### src/rtl/core/aavr_pkg.sv
// types, constants and tables of the axis-angle rotation block
`timescale 1ns / 1ps
package aavr_pkg;

  localparam int FIELD_W       = 32;
  localparam int FRAC_BITS_DEF = 16;
  localparam int WORD_BITS_DEF = 32;

  localparam int SQRT_STEPS   = 32;
  localparam int DIV_STEPS    = 31;
  localparam int CORDIC_STEPS = 30;

  localparam int SUM_W  = 64;
  localparam int ROOT_W = 32;
  localparam int REM_W  = 34;
  localparam int QUO_W  = 31;
  localparam int XY_W   = 34;
  localparam int Z_W    = 33;

  localparam logic [63:0] TURN_C      = 64'h28BE_60DB_9391_054A;
  localparam logic [31:0] CORDIC_GAIN = 32'h26DD_3B6A;

  localparam logic [31:0] ATAN_TURNS [CORDIC_STEPS] = '{
    32'h20000000, 32'h12E4051E, 32'h09FB385B, 32'h051111D4, 32'h028B0D43, 32'h0145D7E1,
    32'h00A2F61E, 32'h00517C55, 32'h0028BE53, 32'h00145F2F, 32'h000A2F98, 32'h000517CC,
    32'h00028BE6, 32'h000145F3, 32'h0000A2FA, 32'h0000517D, 32'h000028BE, 32'h0000145F,
    32'h00000A30, 32'h00000518, 32'h0000028C, 32'h00000146, 32'h000000A3, 32'h00000051,
    32'h00000029, 32'h00000014, 32'h0000000A, 32'h00000005, 32'h00000003, 32'h00000001
  };

  typedef struct packed {
    logic signed [FIELD_W-1:0] vec_x;
    logic signed [FIELD_W-1:0] vec_y;
    logic signed [FIELD_W-1:0] vec_z;
    logic signed [FIELD_W-1:0] axis_angle_x;
    logic signed [FIELD_W-1:0] axis_angle_y;
    logic signed [FIELD_W-1:0] axis_angle_z;
  } in_t;

  typedef struct packed {
    logic signed [FIELD_W-1:0] rot_x;
    logic signed [FIELD_W-1:0] rot_y;
    logic signed [FIELD_W-1:0] rot_z;
    logic                      overflow;
  } out_t;

  // one digit pair of the square root
  typedef struct packed {
    logic [SUM_W-1:0]  s;
    logic [REM_W-1:0]  rem;
    logic [ROOT_W-1:0] root;
  } sqrt_t;

  // one quotient bit of an axis component
  typedef struct packed {
    logic [ROOT_W-1:0] dvs;
    logic [ROOT_W-1:0] rem;
    logic [QUO_W-1:0]  quo;
    logic [QUO_W-1:0]  nb;
  } div_t;

  typedef struct packed {
    logic signed [XY_W-1:0] x;
    logic signed [XY_W-1:0] y;
    logic signed [Z_W-1:0]  z;
    logic                   flip;
  } cordic_t;

  // data that rides alongside the arithmetic chains
  typedef struct packed {
    logic [2:0][FIELD_W-1:0] v;
    logic [2:0][FIELD_W-1:0] aw;
    logic [2:0]              wneg;
    logic                    zero;
  } side_t;

endpackage

### src/rtl/core/aavr_cordic_cell.sv
// one rotation-mode cordic micro-rotation
`timescale 1ns / 1ps
module aavr_cordic_cell #(
  parameter int STEP = 0
) (
  input  logic              clk_i,
  input  logic              en_i,
  input  aavr_pkg::cordic_t d_i,
  output aavr_pkg::cordic_t q_o
);
  import aavr_pkg::*;

  logic signed [XY_W-1:0] x_sh;
  logic signed [XY_W-1:0] y_sh;
  logic signed [Z_W-1:0]  at;
  cordic_t                q_d;
  cordic_t                q_q;

  always_comb begin
    x_sh     = d_i.x >>> STEP;
    y_sh     = d_i.y >>> STEP;
    at       = $signed(Z_W'(ATAN_TURNS[STEP]));
    q_d.flip = d_i.flip;
    if (!d_i.z[Z_W-1]) begin
      q_d.x = d_i.x - y_sh;
      q_d.y = d_i.y + x_sh;
      q_d.z = d_i.z - at;
    end else begin
      q_d.x = d_i.x + y_sh;
      q_d.y = d_i.y - x_sh;
      q_d.z = d_i.z + at;
    end
  end

  always_ff @(posedge clk_i) begin
    if (en_i) begin
      q_q <= q_d;
    end
  end

  assign q_o = q_q;
endmodule

### config.mk
export PLATFORM = sky130hd
export DESIGN_NAME = aavr_cordic_cell
export DESIGN_NICKNAME = d
export VERILOG_FILES = /design/src/rtl/core/aavr_pkg.sv /design/src/rtl/core/aavr_cordic_cell.sv
export SDC_FILE = /design/constraint.sdc
export NUM_CORES = 1
export LEC_CHECK = 0
export ABC_AREA = 1
export BUFFER_PORTS_ARGS = -buffer_cell sky130_fd_sc_hd__buf_2
export CAP_MARGIN = 10
export CORE_UTILIZATION = 45
export DETAILED_ROUTE_END_ITERATION = 8
export PLACE_DENSITY = 0.67
export SLEW_MARGIN = 20
export SYNTH_ARGS = -nofsm -noshare
export SYNTH_HDL_FRONTEND = slang
export SYNTH_SLANG_ARGS = --single-unit
### constraint.sdc
create_clock -name clk_i -period 2.84 [get_ports clk_i]
set_clock_uncertainty 0.05 [all_clocks]
set_input_delay 0.284 -clock clk_i [delete_from_list [all_inputs] [get_ports clk_i]]
set_output_delay 0.284 -clock clk_i [all_outputs]
set_load 0.01 [all_outputs]
# After elaboration in Yosys (flattened, before gate mapping)
# Cells that the tools add are included.
[totals]
ff_bits = 102
input_bits = 104
out_inout_bits = 102
[op_classes]
addsub = 5
n_mux = 1
[ops]
columns = ["operator", "count"]
rows = [
  ["101-bit two-way mux", 1],
  ["34-bit subtractor", 2],
  ["34-bit adder", 1],
  ["33-bit by 31-bit adder with 33-bit output (second input constant)", 1],
  ["33-bit by 31-bit subtractor with 33-bit output (second input constant)", 1],
]

# Logic depth before layout (Yosys ltp)
[logic_depth]
depth_word = 2
depth_mapped = 17

# Worst setup path after synthesis
# OpenSTA, ideal clock, no wires.
[synth_timing]
kind = "input to register"
from = "input d_i[68] (netlist bit)"
to = "register q_q (netlist bit q_o[100]), data pin"
setup_time_ps = 254
t_arrival_ps = 1713
path_slack_ps = 823
stages = 13
path_buffers = 0
cell_sequence = "inv_1 -> ha_1 -> fa_1 -> o21ai_1 -> nand2_1 -> nand2_1 -> nand2_1 -> nand2_1 -> nand2_1 -> nand2_1 -> nand2_1 -> nand3_1 -> nand2_1"
[synth_lines]
columns = ["item", "line_no", "rtl"]
rows = [
  ["start, declared", "aavr_cordic_cell.sv:8", "input aavr_pkg::cordic_t d_i,"],
  ["end signal, assigned", "aavr_cordic_cell.sv:37", "q_q <= q_d;"],
  ["end, declared", "aavr_cordic_cell.sv:17", "cordic_t q_q;"],
]

==> reports/metrics.cfg <==
[timing]
period_needed_ps=2450
hold_viol=0
slew_headroom=0.518
tns_ps=0
report.final.slew_viol_count=0
timing.final.crit_share=0.862
fmax_mhz=409
fin_ws_ps=393
setup_violations=0
worst_slew_pin_slew_ps=723
rsz0062_at_grt=no

[synthesis]
netlist.area_leader.share=0.292
synthTopCellsByCount=nand2_1 (455), inv_1 (249), nand3_1 (158)
ys_ff_latch=101
ys_warn_count=0
synth_flop_cell=edfxtp_1
netlist_area_um2=10400
syn_avg_cell_area_um2=6.64
synthArstFlopShare=0
synth_edf_count=101
netlist_top_cells_area=edfxtp_1 (29%), nand2_1 (16%), ha_1 (12%), inv_1 (9.0%), nand3_1 (7.6%)
synth_cell_types=36
yosysSeqAreaShare=0.292
synth.most_common_cell=nand2_1
synthCells=1563
yosysTopAreaCell=edfxtp_1
syn-num-nets=1772

[route]
drt_pass1_iterations=6
first_iter_violations=962
wl_per_cell_um=17.5
postRouteWirelength_um=35900
drt-vias-per-instance=5.39
ant_nets=0
drc=0
via_count=11000

[place]
dpl-instance-area_um2=11700
placedCellCount=2032
dp_hpwl_um=30000
dpl_worst_slack_ps=136
place.gp.congestion=0.961
port_buffers=205

[min_path]
hold_end=q_o[7]
hp-class=in2reg
hp-start=d_i[7]
hold_depth=1

[finish]
fill_cells=2353
stdcell_area_um2=12000
antenna_cells=0
fin_nets=1967
syn_to_final_growth_pct=15.8
seqCellArea_um2=3030
instances_no_fill=2048
drive_above_1_share=0.147
largest_reg_flops=101
multiInputGateArea_um2=6150

[clock_network]
post_cts_resized=0
root_buffer=clkbuf_16
cts_tree=done
cts_hold_buf=0
path_clk_slew_ps=90
htree_levels=3
clk_path_buf_depth=2
cts_buffers=9
post_cts_buffers=0
clock-sinks=101

[floorplan]
die_area_um2=23700
die_y_um=154
start_util=0.459
die_width_um=154
coreArea_um2=22600
io_pins=206
core.rowCount=55

[critical_path]
critPathCaptureType=flip-flop
critPathLaunchType=primary input
startpoint=d_i[38]
crit_arrival_ps=2530
path_class=in2reg
cp_data_required_time_ps=2930
critPathMaxFanout=13

[power_and_ir_drop]
peakVddDrop_v=0.000254
power_leakage_nw=6.23
p_per_area_nw_per_um2=447

[grt]
grt_pass1_wl_um=54600
grt_pass1_vias=10200
antenna_found_initial=0
track_usage=0.304
overflow=0
grt_max_degree=65

[run]
cap_violations=0

[run_status]
status=finished, final reports clean

-- worst max path at each step --
stage / to / slack (ps)
after global routing: q_o[97] / 290
after floorplan: q_o[100] / 820
after global placement: q_o[97] / 160
final: q_o[89] / 390
after detailed placement: q_o[89] / 140
after CTS: q_o[89] / 490
-- layout by cell type, fill, tap and decap left out, types with 15 or more instances in the layout --
cell / instances
nand2_1: 455
inv_1: 248
buf_2: 204
nand3_1: 158
nor2_1: 124
a21oi_1: 115
ha_1: 101
edfxtp_1: 101
o21ai_0: 92
xor2_1: 27
buf_4: 25
nor3_1: 19
o21bai_1: 15
-- critical path, cell delays in order --
cell     delay (ps)
buf_2           100
inv_1            40
ha_1            530
nand2_1         210
nor2_1          280
a21oi_1         180
o21ai_1         480
nand2_1         160
nand2_1          90
nand2_1          50
nand3_1          80
nand2_1          50
-- per-stage QoR --
step                      utilization  power [mW]  hold slack (ps)
final                           0.531        5.37             44.8
after global routing            0.531        5.67             41.5
after CTS                       0.531        5.36             36.0
after detailed placement        0.518        4.04              412
after global placement          0.518        4.02              410
after floorplan                     -        3.23              333
-- final cells by class --
class | count | area share
clock buffers | 11 | 0.0194
repair buffers | 231 | 0.104
inverters | 251 | 0.0784
multi-input cells | 1164 | 0.511
well taps | 285 | 0.0297
clock inverters | 5 | 0.00541
flip-flops and latches | 101 | 0.252
-- routing by layer --
metal,vias up,routed length [um],GRT usage
met1,5029,16900,0.448
li1,5444,-,-
met3,33,3510,0.0558
met5,-,0,0
met2,527,15000,0.461
met4,0,455,0.0633
-- cell families (layout without fill, tap and decap cells) --
group / Yosys count / count (layout) / synth area share
compound gates: 243 / 243 / 0.124
xor+xnor: 27 / 27 / 0.0228
fa+ha+maj: 105 / 105 / 0.129
buf+inv: 298 / 498 / 0.116
flops: 101 / 101 / 0.292
simple gates: 789 / 789 / 0.316
-- power by group --
part / internal (mW) / switching (mW)
logic: 0.697 / 1.43
registers: 1.87 / 0.0535
clock network: 0.698 / 0.617
Note: power is estimated with default switching activity, not from simulation.
