<file path="config.mk">
export PLATFORM = sky130hd
export DESIGN_NAME = aavr_div_cell
export DESIGN_NICKNAME = d
export VERILOG_FILES = /design/src/rtl/core/aavr_pkg.sv /design/src/rtl/core/aavr_div_cell.sv
export SDC_FILE = /design/constraint.sdc
export NUM_CORES = 1
export LEC_CHECK = 0
export ABC_AREA = 1
export ABC_CLOCK_PERIOD_IN_PS = 2300
export BUFFER_PORTS_ARGS = -buffer_cell sky130_fd_sc_hd__buf_2
export CAP_MARGIN = 5
export CORE_ASPECT_RATIO = 0.6
export CORE_MARGIN = 1
export CORE_UTILIZATION = 35
export CTS_BUF_LIST = sky130_fd_sc_hd__clkbuf_8
export DETAILED_ROUTE_END_ITERATION = 10
export PLACE_DENSITY = 0.57
export SYNTH_ARGS = -nofsm -noshare
export SYNTH_HDL_FRONTEND = slang
export SYNTH_SLANG_ARGS = --single-unit
</file>
<file path="constraint.sdc">
create_clock -name clk_i -period 2.3 [get_ports clk_i]
set_clock_uncertainty 0.2 [all_clocks]
set_input_delay 0.345 -clock clk_i [delete_from_list [all_inputs] [get_ports clk_i]]
set_output_delay 0.345 -clock clk_i [all_outputs]
set_load 0.03 [all_outputs]
</file>
<file path="src/rtl/core/aavr_pkg.sv">
// types, constants and tables of the axis-angle rotation block
`timescale 1ns / 1ps
package aavr_pkg;

  localparam int FIELD_W       = 32;
  localparam int FRAC_BITS_DEF = 16;
  localparam int WORD_BITS_DEF = 32;

  localparam int SQRT_STEPS   = 32;
  localparam int DIV_STEPS    = 31;
  localparam int CORDIC_STEPS = 30;

  localparam int SUM_W  = 64;
  localparam int ROOT_W = 32;
  localparam int REM_W  = 34;
  localparam int QUO_W  = 31;
  localparam int XY_W   = 34;
  localparam int Z_W    = 33;

  localparam logic [63:0] TURN_C      = 64'h28BE_60DB_9391_054A;
  localparam logic [31:0] CORDIC_GAIN = 32'h26DD_3B6A;

  localparam logic [31:0] ATAN_TURNS [CORDIC_STEPS] = '{
    32'h20000000, 32'h12E4051E, 32'h09FB385B, 32'h051111D4, 32'h028B0D43, 32'h0145D7E1,
    32'h00A2F61E, 32'h00517C55, 32'h0028BE53, 32'h00145F2F, 32'h000A2F98, 32'h000517CC,
    32'h00028BE6, 32'h000145F3, 32'h0000A2FA, 32'h0000517D, 32'h000028BE, 32'h0000145F,
    32'h00000A30, 32'h00000518, 32'h0000028C, 32'h00000146, 32'h000000A3, 32'h00000051,
    32'h00000029, 32'h00000014, 32'h0000000A, 32'h00000005, 32'h00000003, 32'h00000001
  };

  typedef struct packed {
    logic signed [FIELD_W-1:0] vec_x;
    logic signed [FIELD_W-1:0] vec_y;
    logic signed [FIELD_W-1:0] vec_z;
    logic signed [FIELD_W-1:0] axis_angle_x;
    logic signed [FIELD_W-1:0] axis_angle_y;
    logic signed [FIELD_W-1:0] axis_angle_z;
  } in_t;

  typedef struct packed {
    logic signed [FIELD_W-1:0] rot_x;
    logic signed [FIELD_W-1:0] rot_y;
    logic signed [FIELD_W-1:0] rot_z;
    logic                      overflow;
  } out_t;

  // one digit pair of the square root
  typedef struct packed {
    logic [SUM_W-1:0]  s;
    logic [REM_W-1:0]  rem;
    logic [ROOT_W-1:0] root;
  } sqrt_t;

  // one quotient bit of an axis component
  typedef struct packed {
    logic [ROOT_W-1:0] dvs;
    logic [ROOT_W-1:0] rem;
    logic [QUO_W-1:0]  quo;
    logic [QUO_W-1:0]  nb;
  } div_t;

  typedef struct packed {
    logic signed [XY_W-1:0] x;
    logic signed [XY_W-1:0] y;
    logic signed [Z_W-1:0]  z;
    logic                   flip;
  } cordic_t;

  // data that rides alongside the arithmetic chains
  typedef struct packed {
    logic [2:0][FIELD_W-1:0] v;
    logic [2:0][FIELD_W-1:0] aw;
    logic [2:0]              wneg;
    logic                    zero;
  } side_t;

endpackage

</file>
<file path="src/rtl/core/aavr_div_cell.sv">
// one restoring divider cell, one quotient bit per cell
`timescale 1ns / 1ps
module aavr_div_cell (
  input  logic           clk_i,
  input  logic           en_i,
  input  aavr_pkg::div_t d_i,
  output aavr_pkg::div_t q_o
);
  import aavr_pkg::*;

  logic [ROOT_W:0] rem_sh;
  logic [ROOT_W:0] diff;
  logic            ge;
  div_t            q_d;
  div_t            q_q;

  always_comb begin
    rem_sh  = {d_i.rem, d_i.nb[QUO_W-1]};
    diff    = rem_sh - {1'b0, d_i.dvs};
    ge      = (rem_sh >= {1'b0, d_i.dvs});
    q_d.dvs = d_i.dvs;
    q_d.rem = ge ? diff[ROOT_W-1:0] : rem_sh[ROOT_W-1:0];
    q_d.quo = {d_i.quo[QUO_W-2:0], ge};
    q_d.nb  = {d_i.nb[QUO_W-2:0], 1'b0};
  end

  always_ff @(posedge clk_i) begin
    if (en_i) begin
      q_q <= q_d;
    end
  end

  assign q_o = q_q;
endmodule

</file>
* Yosys cells after proc, flatten, opt, wreduce, memory -nomap -nowiden
Cells that the tools add are included.
** Storage, ports and cells
- Flip-flop bits (word level) :: 125
- Latch bits :: 0
- Bits in writable memories :: 0
- Memory bits (read-only) :: 0
- Input bits :: 128
- Logic and storage cells :: 7
- Memories :: 0
** Cells by class
- Add/sub/neg operators :: 1
- $mul :: 0
- Div/mod/pow operators :: 0
- Order comparisons :: 1
- Equality and inequality tests :: 0
- Shift-type cells :: 0
- Muxes and demuxes :: 1
- Bitwise gates (word level) :: 0
- Reductions and logical operators :: 0
** Operators by type and width (count)
- $ge A33 B32 Y1 :: 1
- $mux W32 :: 1
- $sub A32 B32 Y32 :: 1

* Logic depth before layout (Yosys ltp)
Gate-level depths: netlist of run 1.
- Depth after elaboration :: 2
- Depth in mapped cells :: 16
- Depth with buffers taken out :: 14

* Least setup slack after synthesis of run 1
No wires, ideal clock.
- Kind :: in2reg
- From :: input port d_i[30] (netlist bit)
- To :: register q_q (netlist bit q_o[78]), data pin
- Library setup time :: 0.252 ns
- Arrival :: 1.705 ns
- Required time :: 1.848 ns
- Slack :: 0.142 ns
- Stages :: 13
- Buffers on the path :: 0
- Cell sequence :: inv_1 -> ha_1 -> fa_1 -> inv_1 -> nand3_1 -> nand3_1 -> nand2_1 -> nand3_1 -> nand3_1 -> nand2_1 -> nand2_1 -> nand3_2 -> nand2_1
** RTL lines
- from (decl) :: line aavr_div_cell.sv:6 : input aavr_pkg::div_t d_i,
- to (signal assigned) :: line aavr_div_cell.sv:29 : q_q <= q_d;
- to (decl) :: line aavr_div_cell.sv:15 : div_t q_q;

==> flow_summary.ini, run 1 <==
[status]
status = completed

[flow_run]
max_cap_violations = 0

[pwr]
net-switching-power_mw = 2.23
power-per-cell-area_nw_per_um2 = 644
cell_internal_pwr_mw = 4.76
pwr-share-seq = 0.404
pwr-share-comb = 0.296
irDropWorstVdd_mv = 0.432
pwr-share-clk = 0.300
p_sw_frac = 0.319
fin_total_pwr_mw = 6.99
p_leak_nw = 5.55

[cells_and_area]
areaGrowthSynthToFinish_pct = 55.9
final_common_cell = nand2_1
layout.nets = 1410
largest_reg_flops = 125
postLayoutCoreUtil = 0.564
final_cell_mix = nand2_1 (276), buf_2 (250), inv_1 (149)
drive_gt1_frac = 0.326
multi_input_area_um2 = 2550
ff_latch_area_um2 = 3750
fillers = 1816
fin_area_um2 = 10800
final_cells = 1529

[clocking]
cts_root_buf = clkbuf_8
clock_path_buffers = 2
cts_tree = done
cts_max_level = 4
path_clk_slew_ns = 0.07
numCtsBuffers = 17
post_cts_buffers = 0
cts.sinks = 125

[global_route]
antenna_found_initial = 0
grt_max_degree = 56
grt_pass1_wl_um = 33200
grt_usage = 0.212
grt_pass1_vias = 6442
overflow = 0

[timing]
final_max_slew_viol_count = 0
layout_setup_ws_ns = 0.201
fin_crit_sh = 0.913
period_needed_ns = 2.10
setup-tns-final_ns = 0
rsz0062_at_grt = false
finalSetupViolations = 0
fmax_mhz = 476
hold_viol = 0
whs_ns = 0.0360

[die]
initial_core_util = 0.362
die_x_um = 184
die_h_um = 111
ios = 254
die_area_um2 = 20500
core_area_um2 = 19200
rows = 39

[detailed_routing]
postRouteAntennaNets = 0
drt-vias-per-instance = 4.35
wl_per_cell_um = 13.6
drc = 0
num_vias = 6652
first_pass_iters = 5
drt_iter0_drc = 433
wirelength_um = 20800

[critical_path]
start_kind = input port
crit_required_ns = 2.30
worstPathArrival_ns = 2.10
critPathCaptureType = register
critPathMaxFanout = 10
worstSetupPathType = in2reg

[placement]
place.gp.congestion = 0.894
placed_cell_area_um2 = 9280
numPortBuffers = 251
hpwl_um = 15600
place_ws_ns = -0.248
dp_cells = 1382

[synthesis]
avgSynthCellArea_um2 = 8.93
syn_inst = 779
netlist_area_um2 = 6960
synth_edf_count = 125
mappedNetlistNets = 940
yosysWarnings = 0
yosysUniqueCellTypes = 31
synth-async-reset-ratio = 0
synth-seq-cells = 125
ys.flop_type = edfxtp_1
ys_seq_area_frac = 0.539

[worst_hold_path]
min_path_type = in2reg
## worst max-delay path: stages
cell     delay [ns]
buf_2          0.09
inv_1          0.05
ha_1           0.33
nand2_1        0.15
inv_1          0.07
nand2_1        0.06
nand2_1        0.07
nand2_1        0.08
a21oi_1        0.11
nor2_4         0.26
nand2_8        0.15
buf_12         0.17
nand3_2        0.08
nand2_1        0.06
## power groups by stage
stage / Combinational [mW] / Sequential [mW] / Clock [mW]
after floorplan: 0.656 / 3.34 / 0
after global placement: 1.89 / 2.87 / 0
final: 2.07 / 2.82 / 2.10
after global routing: 2.24 / 2.84 / 2.27
after detailed placement: 1.90 / 2.87 / 0
after CTS: 2.06 / 2.82 / 2.16
## synth_stat cells, types with 3 or more instances
master | n | share of area
edfxtp_1 | 125 | 0.54
nand3_2 | 16 | 0.023
inv_2 | 3 | 0.0016
ha_1 | 32 | 0.058
buf_2 | 7 | 0.0050
nor2_2 | 5 | 0.0045
nand3b_1 | 10 | 0.011
inv_1 | 149 | 0.080
nand3_1 | 52 | 0.037
nor2_1 | 34 | 0.018
xor2_1 | 13 | 0.016
nor3_1 | 6 | 0.0043
a21oi_1 | 21 | 0.015
nand2_2 | 4 | 0.0036
nand2_1 | 276 | 0.15
and2_1 | 8 | 0.0072
## metal layers
layer	track usage	vias to the layer above	wire, um
met1	0.315	2997	10600
li1	-	3425	-
met3	0.0601	16	1710
met2	0.296	214	8310
met4	0.0539	0	212
met5	0	-	0
## final cells by class
cell class,count,area share
Clock buffer,17,0.0216
Tap cell,266,0.0307
Timing Repair Buffer,462,0.296
Antenna cell,1,0.000231
Clock inverter,15,0.0179
Multi-Input combinational cell,491,0.235
Sequential cell,125,0.346
Inverter,152,0.0526
## final timing paths
| path | slack, ns | depth (start not counted) | startpoint | to |
|---|---|---|---|---|
| worst max-delay path | 0.20 | 14 | d_i[114] | q_o[89] |
| worst min-delay path | 0.04 | 3 | d_i[63] | q_o[64] |
## logic make-up after synthesis
| logic type | Yosys count | share of synthesized area |
|---|---|---|
| AOI/OAI and AO/OA | 24 | 0.0176 |
| xor gates and xnor gates | 14 | 0.0176 |
| adders and majority gates | 33 | 0.0604 |
| buffers and inverters | 163 | 0.0947 |
| DFF | 125 | 0.539 |
| other | 1 | 0.000539 |
| and+or+nand+nor | 419 | 0.270 |
## what timing repair did
item                      4_1_cts  5_1_grt
hold endpoints to repair      114        0
hold buffers                  114        0
gates resized for setup         0        0
(Power assumes the default switching activity.)
==> inputs of run 2 (changes only) <==
- ABC_CLOCK_PERIOD_IN_PS: 2300 -> 2700
- clock period: 2.3 -> 2.7 ns (I/O delays scaled with it)
==> flow_summary.ini, run 2 (same netlist as run 1, synthesis figures left out) <==
[status]
status = completed

[cells_and_area]
postLayoutCoreUtil = 0.543
drive_gt1_frac = 0.338
fin_area_um2 = 10400
final_cell_mix = nand2_1 (262), buf_2 (250), inv_1 (151)
final_common_cell = nand2_1
areaGrowthSynthToFinish_pct = 50.0
layout.nets = 1328
largest_reg_flops = 125

[global_route]
grt_usage = 0.202
grt_pass1_vias = 5899
overflow = 0
antenna_found_initial = 0
grt_pass1_wl_um = 31200
grt_max_degree = 46

[pwr]
irDropWorstVdd_mv = 0.365
p_leak_nw = 5.17
power-per-cell-area_nw_per_um2 = 544
fin_total_pwr_mw = 5.68

[detailed_routing]
drc = 0
num_vias = 6328
first_pass_iters = 7
drt_iter0_drc = 394
wirelength_um = 20500
drt-vias-per-instance = 4.37
postRouteAntennaNets = 0
wl_per_cell_um = 14.2

[placement]
hpwl_um = 15200
place.gp.congestion = 0.880
placed_cell_area_um2 = 8720
numPortBuffers = 251

[timing]
finalSetupViolations = 0
whs_ns = 0.0679
setup-tns-final_ns = 0
period_needed_ns = 2.65
hold_viol = 0
fin_crit_sh = 0.983
fmax_mhz = 377
final_max_slew_viol_count = 0

[clocking]
cts.sinks = 125
path_clk_slew_ns = 0.08
cts_tree = done
numCtsBuffers = 17
clock_path_buffers = 2
cts_max_level = 4
cts_root_buf = clkbuf_8

[critical_path]
critPathMaxFanout = 4
critPathCaptureType = register
start_kind = input port
worstPathArrival_ns = 2.68
worstSetupPathType = in2reg
crit_required_ns = 2.72

[die]
rows = 39
die_x_um = 184
ios = 254
die_area_um2 = 20500
die_h_um = 111
core_area_um2 = 19200
initial_core_util = 0.362

[worst_hold_path]
hold_depth = 3
holdCritStartpoint = d_i[82]
min_path_type = in2reg
min_to = q_o[83]

[flow_run]
max_cap_violations = 0
==> run 2: cell type report <==
class / instances / area (um2)
tap: 266 / 333
inverter: 152 / 571
sequential: 125 / 3750
antenna: 1 / 2.50
multi-input combinational: 491 / 2880
clock buffer: 17 / 234
fill: 1835 / 8790
timing repair buffer: 380 / 2530
clock inverter: 15 / 131
==> run 2: routing by layer <==
| layer | up-vias | routed length, um | GRT usage |
|---|---|---|---|
| met4 | 0 | 99 | 0.0372 |
| met2 | 211 | 8100 | 0.274 |
| met3 | 12 | 1660 | 0.0703 |
| li1 | 3250 | - | - |
| met1 | 2855 | 10600 | 0.306 |
| met5 | - | 0 | 0 |
==> run 2: worst max path at each step <==
stage	to	cells after the start	start	slack, ns
floorplan	q_o[78]	13	d_i[30]	0.48
global placement	q_o[89]	14	d_i[115]	0.04
detailed placement	q_o[89]	13	d_i[82]	0.03
CTS	q_o[89]	15	d_i[117]	0.006
global route	q_o[92]	13	d_i[123]	-0.02
finish	q_o[88]	15	d_i[102]	0.05
==> run 2: critical path, cell delays in order <==
cell	delay, ns
dlygate4sd3_1	0.54
buf_2	0.11
inv_1	0.06
ha_4	0.29
nand2_2	0.07
buf_4	0.14
buf_4	0.12
nor2_1	0.14
nand3_1	0.12
nand3_1	0.20
nand3_1	0.19
nand2_1	0.11
nand2_1	0.06
nand3_2	0.06
nand2_1	0.05
==> run 2: timing repair <==
| action | CTS | global route |
|---|---|---|
| hold buffers | 92 | 0 |
| gates resized for setup | 0 | 64 |
| endpoints found under the setup margin | 0 | 33 |
| buffers inserted | 0 | 9 |
| endpoints found under the hold margin | 92 | 0 |
==> run 2: metrics by stage <==
step | setup slack, ns | std cells
2_1_floorplan | 0.482 | 779
3_3_place_gp | 0.0371 | 1313
3_5_place_dp | 0.0255 | 1313
4_1_cts | 0.00636 | 1437
5_1_grt | -0.0212 | 1446
6_report | 0.0454 | 1447
==> run 2: report_power, final <==
part,leakage [nW],total (mW),internal (mW),switching [mW]
Clock,0.190,1.57,0.798,0.770
Sequential,1.22,2.40,2.36,0.0426
Combinational,3.75,1.70,0.629,1.08
Total,5.17,5.68,3.79,1.89
