==> src/rtl/core/aavr_pkg.sv <==
// types, constants and tables of the axis-angle rotation block
`timescale 1ns / 1ps
package aavr_pkg;

  localparam int FIELD_W       = 32;
  localparam int FRAC_BITS_DEF = 16;
  localparam int WORD_BITS_DEF = 32;

  localparam int SQRT_STEPS   = 32;
  localparam int DIV_STEPS    = 31;
  localparam int CORDIC_STEPS = 30;

  localparam int SUM_W  = 64;
  localparam int ROOT_W = 32;
  localparam int REM_W  = 34;
  localparam int QUO_W  = 31;
  localparam int XY_W   = 34;
  localparam int Z_W    = 33;

  localparam logic [63:0] TURN_C      = 64'h28BE_60DB_9391_054A;
  localparam logic [31:0] CORDIC_GAIN = 32'h26DD_3B6A;

  localparam logic [31:0] ATAN_TURNS [CORDIC_STEPS] = '{
    32'h20000000, 32'h12E4051E, 32'h09FB385B, 32'h051111D4, 32'h028B0D43, 32'h0145D7E1,
    32'h00A2F61E, 32'h00517C55, 32'h0028BE53, 32'h00145F2F, 32'h000A2F98, 32'h000517CC,
    32'h00028BE6, 32'h000145F3, 32'h0000A2FA, 32'h0000517D, 32'h000028BE, 32'h0000145F,
    32'h00000A30, 32'h00000518, 32'h0000028C, 32'h00000146, 32'h000000A3, 32'h00000051,
    32'h00000029, 32'h00000014, 32'h0000000A, 32'h00000005, 32'h00000003, 32'h00000001
  };

  typedef struct packed {
    logic signed [FIELD_W-1:0] vec_x;
    logic signed [FIELD_W-1:0] vec_y;
    logic signed [FIELD_W-1:0] vec_z;
    logic signed [FIELD_W-1:0] axis_angle_x;
    logic signed [FIELD_W-1:0] axis_angle_y;
    logic signed [FIELD_W-1:0] axis_angle_z;
  } in_t;

  typedef struct packed {
    logic signed [FIELD_W-1:0] rot_x;
    logic signed [FIELD_W-1:0] rot_y;
    logic signed [FIELD_W-1:0] rot_z;
    logic                      overflow;
  } out_t;

  // one digit pair of the square root
  typedef struct packed {
    logic [SUM_W-1:0]  s;
    logic [REM_W-1:0]  rem;
    logic [ROOT_W-1:0] root;
  } sqrt_t;

  // one quotient bit of an axis component
  typedef struct packed {
    logic [ROOT_W-1:0] dvs;
    logic [ROOT_W-1:0] rem;
    logic [QUO_W-1:0]  quo;
    logic [QUO_W-1:0]  nb;
  } div_t;

  typedef struct packed {
    logic signed [XY_W-1:0] x;
    logic signed [XY_W-1:0] y;
    logic signed [Z_W-1:0]  z;
    logic                   flip;
  } cordic_t;

  // data that rides alongside the arithmetic chains
  typedef struct packed {
    logic [2:0][FIELD_W-1:0] v;
    logic [2:0][FIELD_W-1:0] aw;
    logic [2:0]              wneg;
    logic                    zero;
  } side_t;

endpackage

==> src/rtl/core/aavr_sqrt_cell.sv <==
// one restoring square root cell, two radicand bits per cell
`timescale 1ns / 1ps
module aavr_sqrt_cell (
  input  logic            clk_i,
  input  logic            en_i,
  input  aavr_pkg::sqrt_t d_i,
  output aavr_pkg::sqrt_t q_o
);
  import aavr_pkg::*;

  logic [REM_W+1:0] rem_sh;
  logic [REM_W+1:0] trial;
  logic [REM_W+1:0] diff;
  logic             ge;
  sqrt_t            q_d;
  sqrt_t            q_q;

  always_comb begin
    rem_sh    = {d_i.rem, d_i.s[SUM_W-1 -: 2]};
    trial     = {2'b00, d_i.root, 2'b01};
    diff      = rem_sh - trial;
    ge        = (rem_sh >= trial);
    q_d.s     = {d_i.s[SUM_W-3:0], 2'b00};
    q_d.rem   = ge ? diff[REM_W-1:0] : rem_sh[REM_W-1:0];
    q_d.root  = {d_i.root[ROOT_W-2:0], ge};
  end

  always_ff @(posedge clk_i) begin
    if (en_i) begin
      q_q <= q_d;
    end
  end

  assign q_o = q_q;
endmodule

==> config.mk <==
export PLATFORM = sky130hd
export DESIGN_NAME = aavr_sqrt_cell
export DESIGN_NICKNAME = d
export VERILOG_FILES = /design/src/rtl/core/aavr_pkg.sv /design/src/rtl/core/aavr_sqrt_cell.sv
export SDC_FILE = /design/constraint.sdc
export NUM_CORES = 1
export LEC_CHECK = 0
export ABC_AREA = 1
export BUFFER_PORTS_ARGS = -buffer_cell sky130_fd_sc_hd__buf_2
export CORE_ASPECT_RATIO = 1.5
export CORE_MARGIN = 4
export CORE_UTILIZATION = 40
export DETAILED_ROUTE_END_ITERATION = 6
export MAX_ROUTING_LAYER = met4
export PLACE_DENSITY = 0.7
export SYNTH_ARGS = -nofsm -noshare
export SYNTH_HDL_FRONTEND = slang
export SYNTH_SLANG_ARGS = --single-unit
export TNS_END_PERCENT = 30
==> constraint.sdc <==
create_clock -name clk_i -period 1.8 [get_ports clk_i]
set_input_delay 0.18 -clock clk_i [delete_from_list [all_inputs] [get_ports clk_i]]
set_output_delay 0.18 -clock clk_i [all_outputs]
set_load 0.03 [all_outputs]
# After elaboration in Yosys (flattened, before gate mapping)
# Index checks and enable logic that the tools add are counted.
# W data, S select, Z words.
# totals
word_cells	6
ff_bits	128
in_bits	132
out_inout_bits	130
# op_classes
magnitude_cmp	1
muxes	1
addsub	1
# op_table
cell	count
$ge A36 B34 Y1	1
$mux W34	1
$sub A34 B34 Y34	1

# Longest topological paths before layout
# Gate-level depths: netlist of run 1.
# logic_depth
depth_word	2
depth_mapped	16
mapped_depth_nobuf	15

# Worst setup path before layout of run 1
# No wires, ideal clock.
# synth_timing
kind	in2reg
from	input d_i[13] (netlist name)
to	register q_q (netlist bit q_o[57]), data pin
n_path_buf	1
t_arrival_ps	1579
setup_slack_ps	-32
path_stages	15
t_required_ps	1547
cell_sequence	inv_1 ha_1 nand2_1 inv_1 nand2_1 nand2_1 nand2_1 nand2_1 a21oi_1 nand2_1 nand2_1 nand2_4 buf_4 nand3_1 nand2_1
# synth_rtl
item	line_no	source
start, declared	aavr_sqrt_cell.sv:6	input aavr_pkg::sqrt_t d_i,
end signal, assigned	aavr_sqrt_cell.sv:30	q_q <= q_d;
end, declared	aavr_sqrt_cell.sv:16	sqrt_t q_q;

==> metrics.yaml, run 1 <==
dp_hpwl_microns: 17700
synthToLayoutAreaGrowth_pct: 61.1
crit_slowest_cell: "ha_1"
drive_gt1_frac: 0.362
grt_pass1_wl_microns: 35400
largest_reg_flops: 128
ys_ff_latch: 128
gp_congestion: 0.945
p_per_area_nw_per_um2: 907
crit_arrival_ns: 1.89
finalCoreUtilization: 0.660
p_clk_frac: 0.357
syn_area_per_cell_sq_um: 8.90
fillCellCount: 1428
drc: 0
yosys.area_share.simple: 0.239
p_leak_uw: 0.00561
postLayoutCellArea_sq_um: 11100
synth_top_family_by_area: "simple AND/OR/NAND/NOR gates"
switching_power_uw: 3150
synth.area.mux_share: 0
crit_path_cell_trace: "buf_2 > inv_1 > ha_1 > nand2_2 > inv_1 > nand2_1 > nand2_1 > nand2_1 > nand2_1 > a21oi_2 > nand2_1 > nand2_1 > nand2_4 > buf_6 > nand3_1 > nand2_1"
cts_tree: "yes"
yosysSeqAreaShare: 0.557
track_usage: 0.245
hold_viol_final: 0
start_kind: "primary input"
core-area_sq_um: 16800
finalCriticalPeriod_ns: 1.72
whs_ns: 0.0491
drt_iter0_drc: 283
hold_class: "in2reg"
num_vias: 6804
rows: 58
netlist_area_sq_um: 6900
ff_latch_area_sq_um: 3840
htreeDepth: 4
fp.dieH_microns: 169
clk_pin_slew_ns: 0.06
synthDistinctLibCells: 25
slew_headroom: 0.650
die-area_sq_um: 19500
critPathKind: "in2reg"
max_freq_mhz: 583
cts_sinks: 128
final_common_cell: "nand2_1"
mostFrequentLayoutCells: "nand2_1 (281), buf_2 (258), inv_1 (139)"
drtPass1Iterations: 4
wl_per_cell_microns: 16.1
tns_ns: 0
end_kind: "register"
portBuffers: 259
synthAdderAreaFrac: 0.0617
seq_power_share: 0.369
clk_path_buf_depth: 2
vdd_drop_max_mv: 0.867
routed_wl_microns: 23800
placed_area_sq_um: 9480
cts_root_buf: "clkbuf_16"
p_comb_frac: 0.274
antenna_found_initial: 0
finalMaxSlewViolations: 0
setup_viol: 0
multi_input_area_sq_um: 2700
grt_max_degree: 90
p_int_uw: 6930
fin_crit_sh: 0.954
worst_slew_pin_slew_ns: 0.525
crit_family: "simple AND/OR/NAND/NOR gates"
cp_common_cell: "nand2_1"
die_x_microns: 115
status: "completed"
diodes: 0
cp_max_fo: 14
io_pins: 262
critPathBufInv: 4
synth_compound_area_frac: 0.0321
start_util: 0.410
finalNetCount: 1423
synth_cells: 775
swShare: 0.312
ant_nets: 0
vias_per_cell: 4.60
critPathRequiredTime_ns: 1.97
first_global_vias: 7089
cap_viol_max_count: 0
synth_warnings: 0
yosys.area_share.xor_xnor: 0.0229
cts_buffers: 17
gr-total-overflow: 0
cpPeakStageDelay_ns: 0.35
## final timing paths
path     from  endpoint  slack (ns)  cells after the start
min   d_i[38]   q_o[40]        0.05                      3
max   d_i[20]   q_o[60]        0.08                     16
## cell families after synthesis
logic type	after synthesis
AND/OR/NAND/NOR	404
adder cells (fa/ha/maj)	34
flip-flops	128
other	1
AO/OA/AOI/OAI	42
XOR/XNOR	18
buffers and inverters	148
## tightest hold or removal path, delay by kind of cell
kind | cells | cell delay, ns
buffers and inverters | 1 | 0.09
and+or+nand+nor | 2 | 0.10
## power groups by stage
| stage | Clock [uW] | Combinational [uW] | Sequential, uW |
|---|---|---|---|
| floorplan | 0 | 832 | 4390 |
| global placement | 0 | 2520 | 3770 |
| detailed placement | 0 | 2540 | 3780 |
| CTS | 3670 | 2710 | 3720 |
| global route | 3800 | 2980 | 3750 |
| finish | 3600 | 2760 | 3720 |
## cell usage after synthesis
| master | instances | share of area |
|---|---|---|
| or2_2 | 1 | 0.00091 |
| and2_1 | 3 | 0.0027 |
| xnor2_1 | 3 | 0.0038 |
| a21oi_2 | 1 | 0.0013 |
| nand2_2 | 2 | 0.0018 |
| nand3_2 | 1 | 0.0015 |
| nand3b_1 | 4 | 0.0044 |
| inv_4 | 1 | 0.00091 |
| o21ai_0 | 13 | 0.0094 |
| nand4_1 | 6 | 0.0054 |
| o21bai_1 | 3 | 0.0033 |
| inv_1 | 139 | 0.076 |
| a21oi_1 | 25 | 0.018 |
| nand2_1 | 288 | 0.16 |
| nor2_1 | 49 | 0.027 |
| conb_1 | 1 | 0.00054 |
| nand2_4 | 1 | 0.0016 |
| edfxtp_1 | 128 | 0.56 |
| ha_1 | 34 | 0.062 |
| buf_4 | 5 | 0.0054 |
| xor2_1 | 15 | 0.019 |
| buf_6 | 3 | 0.0049 |
| nor3_1 | 3 | 0.0022 |
| nor2_2 | 8 | 0.0073 |
| nand3_1 | 38 | 0.028 |
## cell type report
type                       count  area share
clock inverter                14      0.0164
clock buffer                  17      0.0383
timing repair buffer         470       0.286
tap                          210      0.0236
inverter                     140      0.0475
sequential                   128       0.346
multi-input combinational    500       0.243
## through the flow
| step | total power [uW] | worst slack (ns) | std cells |
|---|---|---|---|
| 6_report | 10100 | 0.0835 | 1479 |
| 5_1_grt | 10500 | -0.0253 | 1479 |
| 4_1_cts | 10100 | 0.0494 | 1476 |
| 3_5_place_dp | 6320 | -0.456 | 1355 |
| 3_3_place_gp | 6290 | -0.439 | 1355 |
| 2_1_floorplan | 5220 | 0.00164 | 776 |
## metal layers
metal  wire, microns  track usage  vias to the layer above
met4             595       0.0904                        0
met3            1370       0.0451                       39
met2           13200        0.464                      221
li1                -            -                     3437
met1            8640        0.244                     3107
met5               0            -                        -
## repair_timing
| action | in CTS | in global routing |
|---|---|---|
| resized for setup | 1 | 22 |
| setup buffers | 0 | 3 |
| hold buffers | 90 | 0 |
| endpoints found under the hold margin | 90 | 0 |
| pin swaps | 0 | 3 |
| setup endpoints to repair | 1 | 33 |
Note: power is estimated with default switching activity, not from simulation.
==> inputs of run 2 (changes only) <==
Settings changed: CTS_BUF_LIST set to sky130_fd_sc_hd__clkbuf_4 sky130_fd_sc_hd__clkbuf_8, HOLD_SLACK_MARGIN set to 0.05.
==> metrics.yaml, run 2 (synthesis results as in run 1) <==
grt_setup_unrepaired: "true"
diodes: 0
p_int_uw: 6140
drt_iter0_drc: 320
cts_root_buf: "clkbuf_8"
antenna_found_initial: 0
start_util: 0.410
cts_buffers: 17
fin_crit_sh: 0.934
critPathRequiredTime_ns: 2.00
placed_area_sq_um: 9480
gp_congestion: 0.945
seq_power_share: 0.406
rows: 58
num_vias: 6841
core-area_sq_um: 16800
finalNonFillerCells: 1502
max_freq_mhz: 595
ant_nets: 0
multi_input_area_sq_um: 2640
clk_path_buf_depth: 2
drive_gt1_frac: 0.346
cap_viol_max_count: 0
crit_arrival_ns: 1.88
vias_per_cell: 4.55
switching_power_uw: 3020
largest_reg_flops: 128
dp_hpwl_microns: 17700
grt_pass1_wl_microns: 35600
maxUsedRoutingLayer: "met4"
postLayoutCellArea_sq_um: 11100
die-area_sq_um: 19500
finalCoreUtilization: 0.659
routed_wl_microns: 23700
p_leak_uw: 0.00561
htreeDepth: 4
portBuffers: 259
p_per_area_nw_per_um2: 825
dp_cells: 1355
dr_wl_met2_microns: 13200
status: "completed"
final_common_cell: "nand2_1"
clk_pin_slew_ns: 0.09
cts_tree: "yes"
die_x_microns: 115
start_kind: "primary input"
finalNetCount: 1446
synthToLayoutAreaGrowth_pct: 60.9
drc: 0
m1WireLength_microns: 8440
timing.final.ws_setup_ns: 0.118
p_clk_frac: 0.292
track_usage: 0.246
slew_headroom: 0.646
cts_sinks: 128
worst_slew_pin_slew_ns: 0.531
hold_class: "in2reg"
fillCellCount: 1426
finalMaxSlewViolations: 0
setup_viol: 0
p_comb_frac: 0.302
gr-total-overflow: 0
dr_wl_met3_microns: 1500
swShare: 0.330
vdd_drop_max_mv: 0.593
ff_latch_area_sq_um: 3840
cp_max_fo: 22
io_pins: 262
dp_slack_ns: -0.456
finalCriticalPeriod_ns: 1.68
grt_max_degree: 90
drtPass1Iterations: 4
hold_viol_final: 0
wl_per_cell_microns: 15.8
mostFrequentLayoutCells: "nand2_1 (283), buf_2 (258), inv_1 (139)"
critPathKind: "in2reg"
end_kind: "register"
fp.dieH_microns: 169
first_global_vias: 7187
[run 2: worst paths after layout]
kind / start / endpoint / slack [ns] / cells past startpoint
setup / recovery: d_i[20] / q_o[51] / 0.12 / 16
hold / removal: d_i[54] / q_o[56] / 0.11 / 4
[run 2: critical path, stage by stage]
cell	delay, ns
buf_2	0.09
inv_1	0.04
ha_1	0.35
nand2_2	0.14
inv_1	0.05
nand2_1	0.06
nand2_1	0.08
nand2_1	0.07
nand2_1	0.06
a21oi_2	0.14
nand2_1	0.09
nand2_1	0.10
nand2_4	0.08
buf_6	0.18
nand3_1	0.11
nand2_1	0.06
[run 2: power groups by stage]
stage	clock (uW)	sequential, uW	combinational (uW)
floorplan	0	4390	832
global placement	0	3770	2520
detailed placement	0	3780	2540
CTS	2740	3710	2750
global route	2900	3740	2990
finish	2680	3710	2760
[run 2: routing by layer]
layer  vias up  GRT usage
met5         -          -
met4         0     0.0802
met3        35     0.0483
met2       228      0.472
met1      3104      0.242
li1       3474          -
[run 2: final cells by class]
cell class	instances	area share
clock buffer	17	0.0211
clock inverter	14	0.0165
inverter	140	0.0476
multi-input combinational	500	0.238
sequential	128	0.346
tap	210	0.0237
timing repair buffer	493	0.307
[run 2: repair_timing]
item | in CTS | in global routing
endpoints found under the hold margin | 115 | 0
setup buffers | 0 | 1
hold buffers | 115 | 0
setup endpoints to repair | 0 | 34
resized for setup | 0 | 9
[run 2: through the flow]
step / hold WS (ns) / power (uW) / TNS (ns)
after CTS: 0.0795 / 9200 / 0
after detailed placement: 0.358 / 6320 / -14.16
after global placement: 0.356 / 6290 / -13.58
after floorplan: 0.279 / 5220 / 0
after global routing: 0.0777 / 9630 / 0
final: 0.106 / 9160 / 0
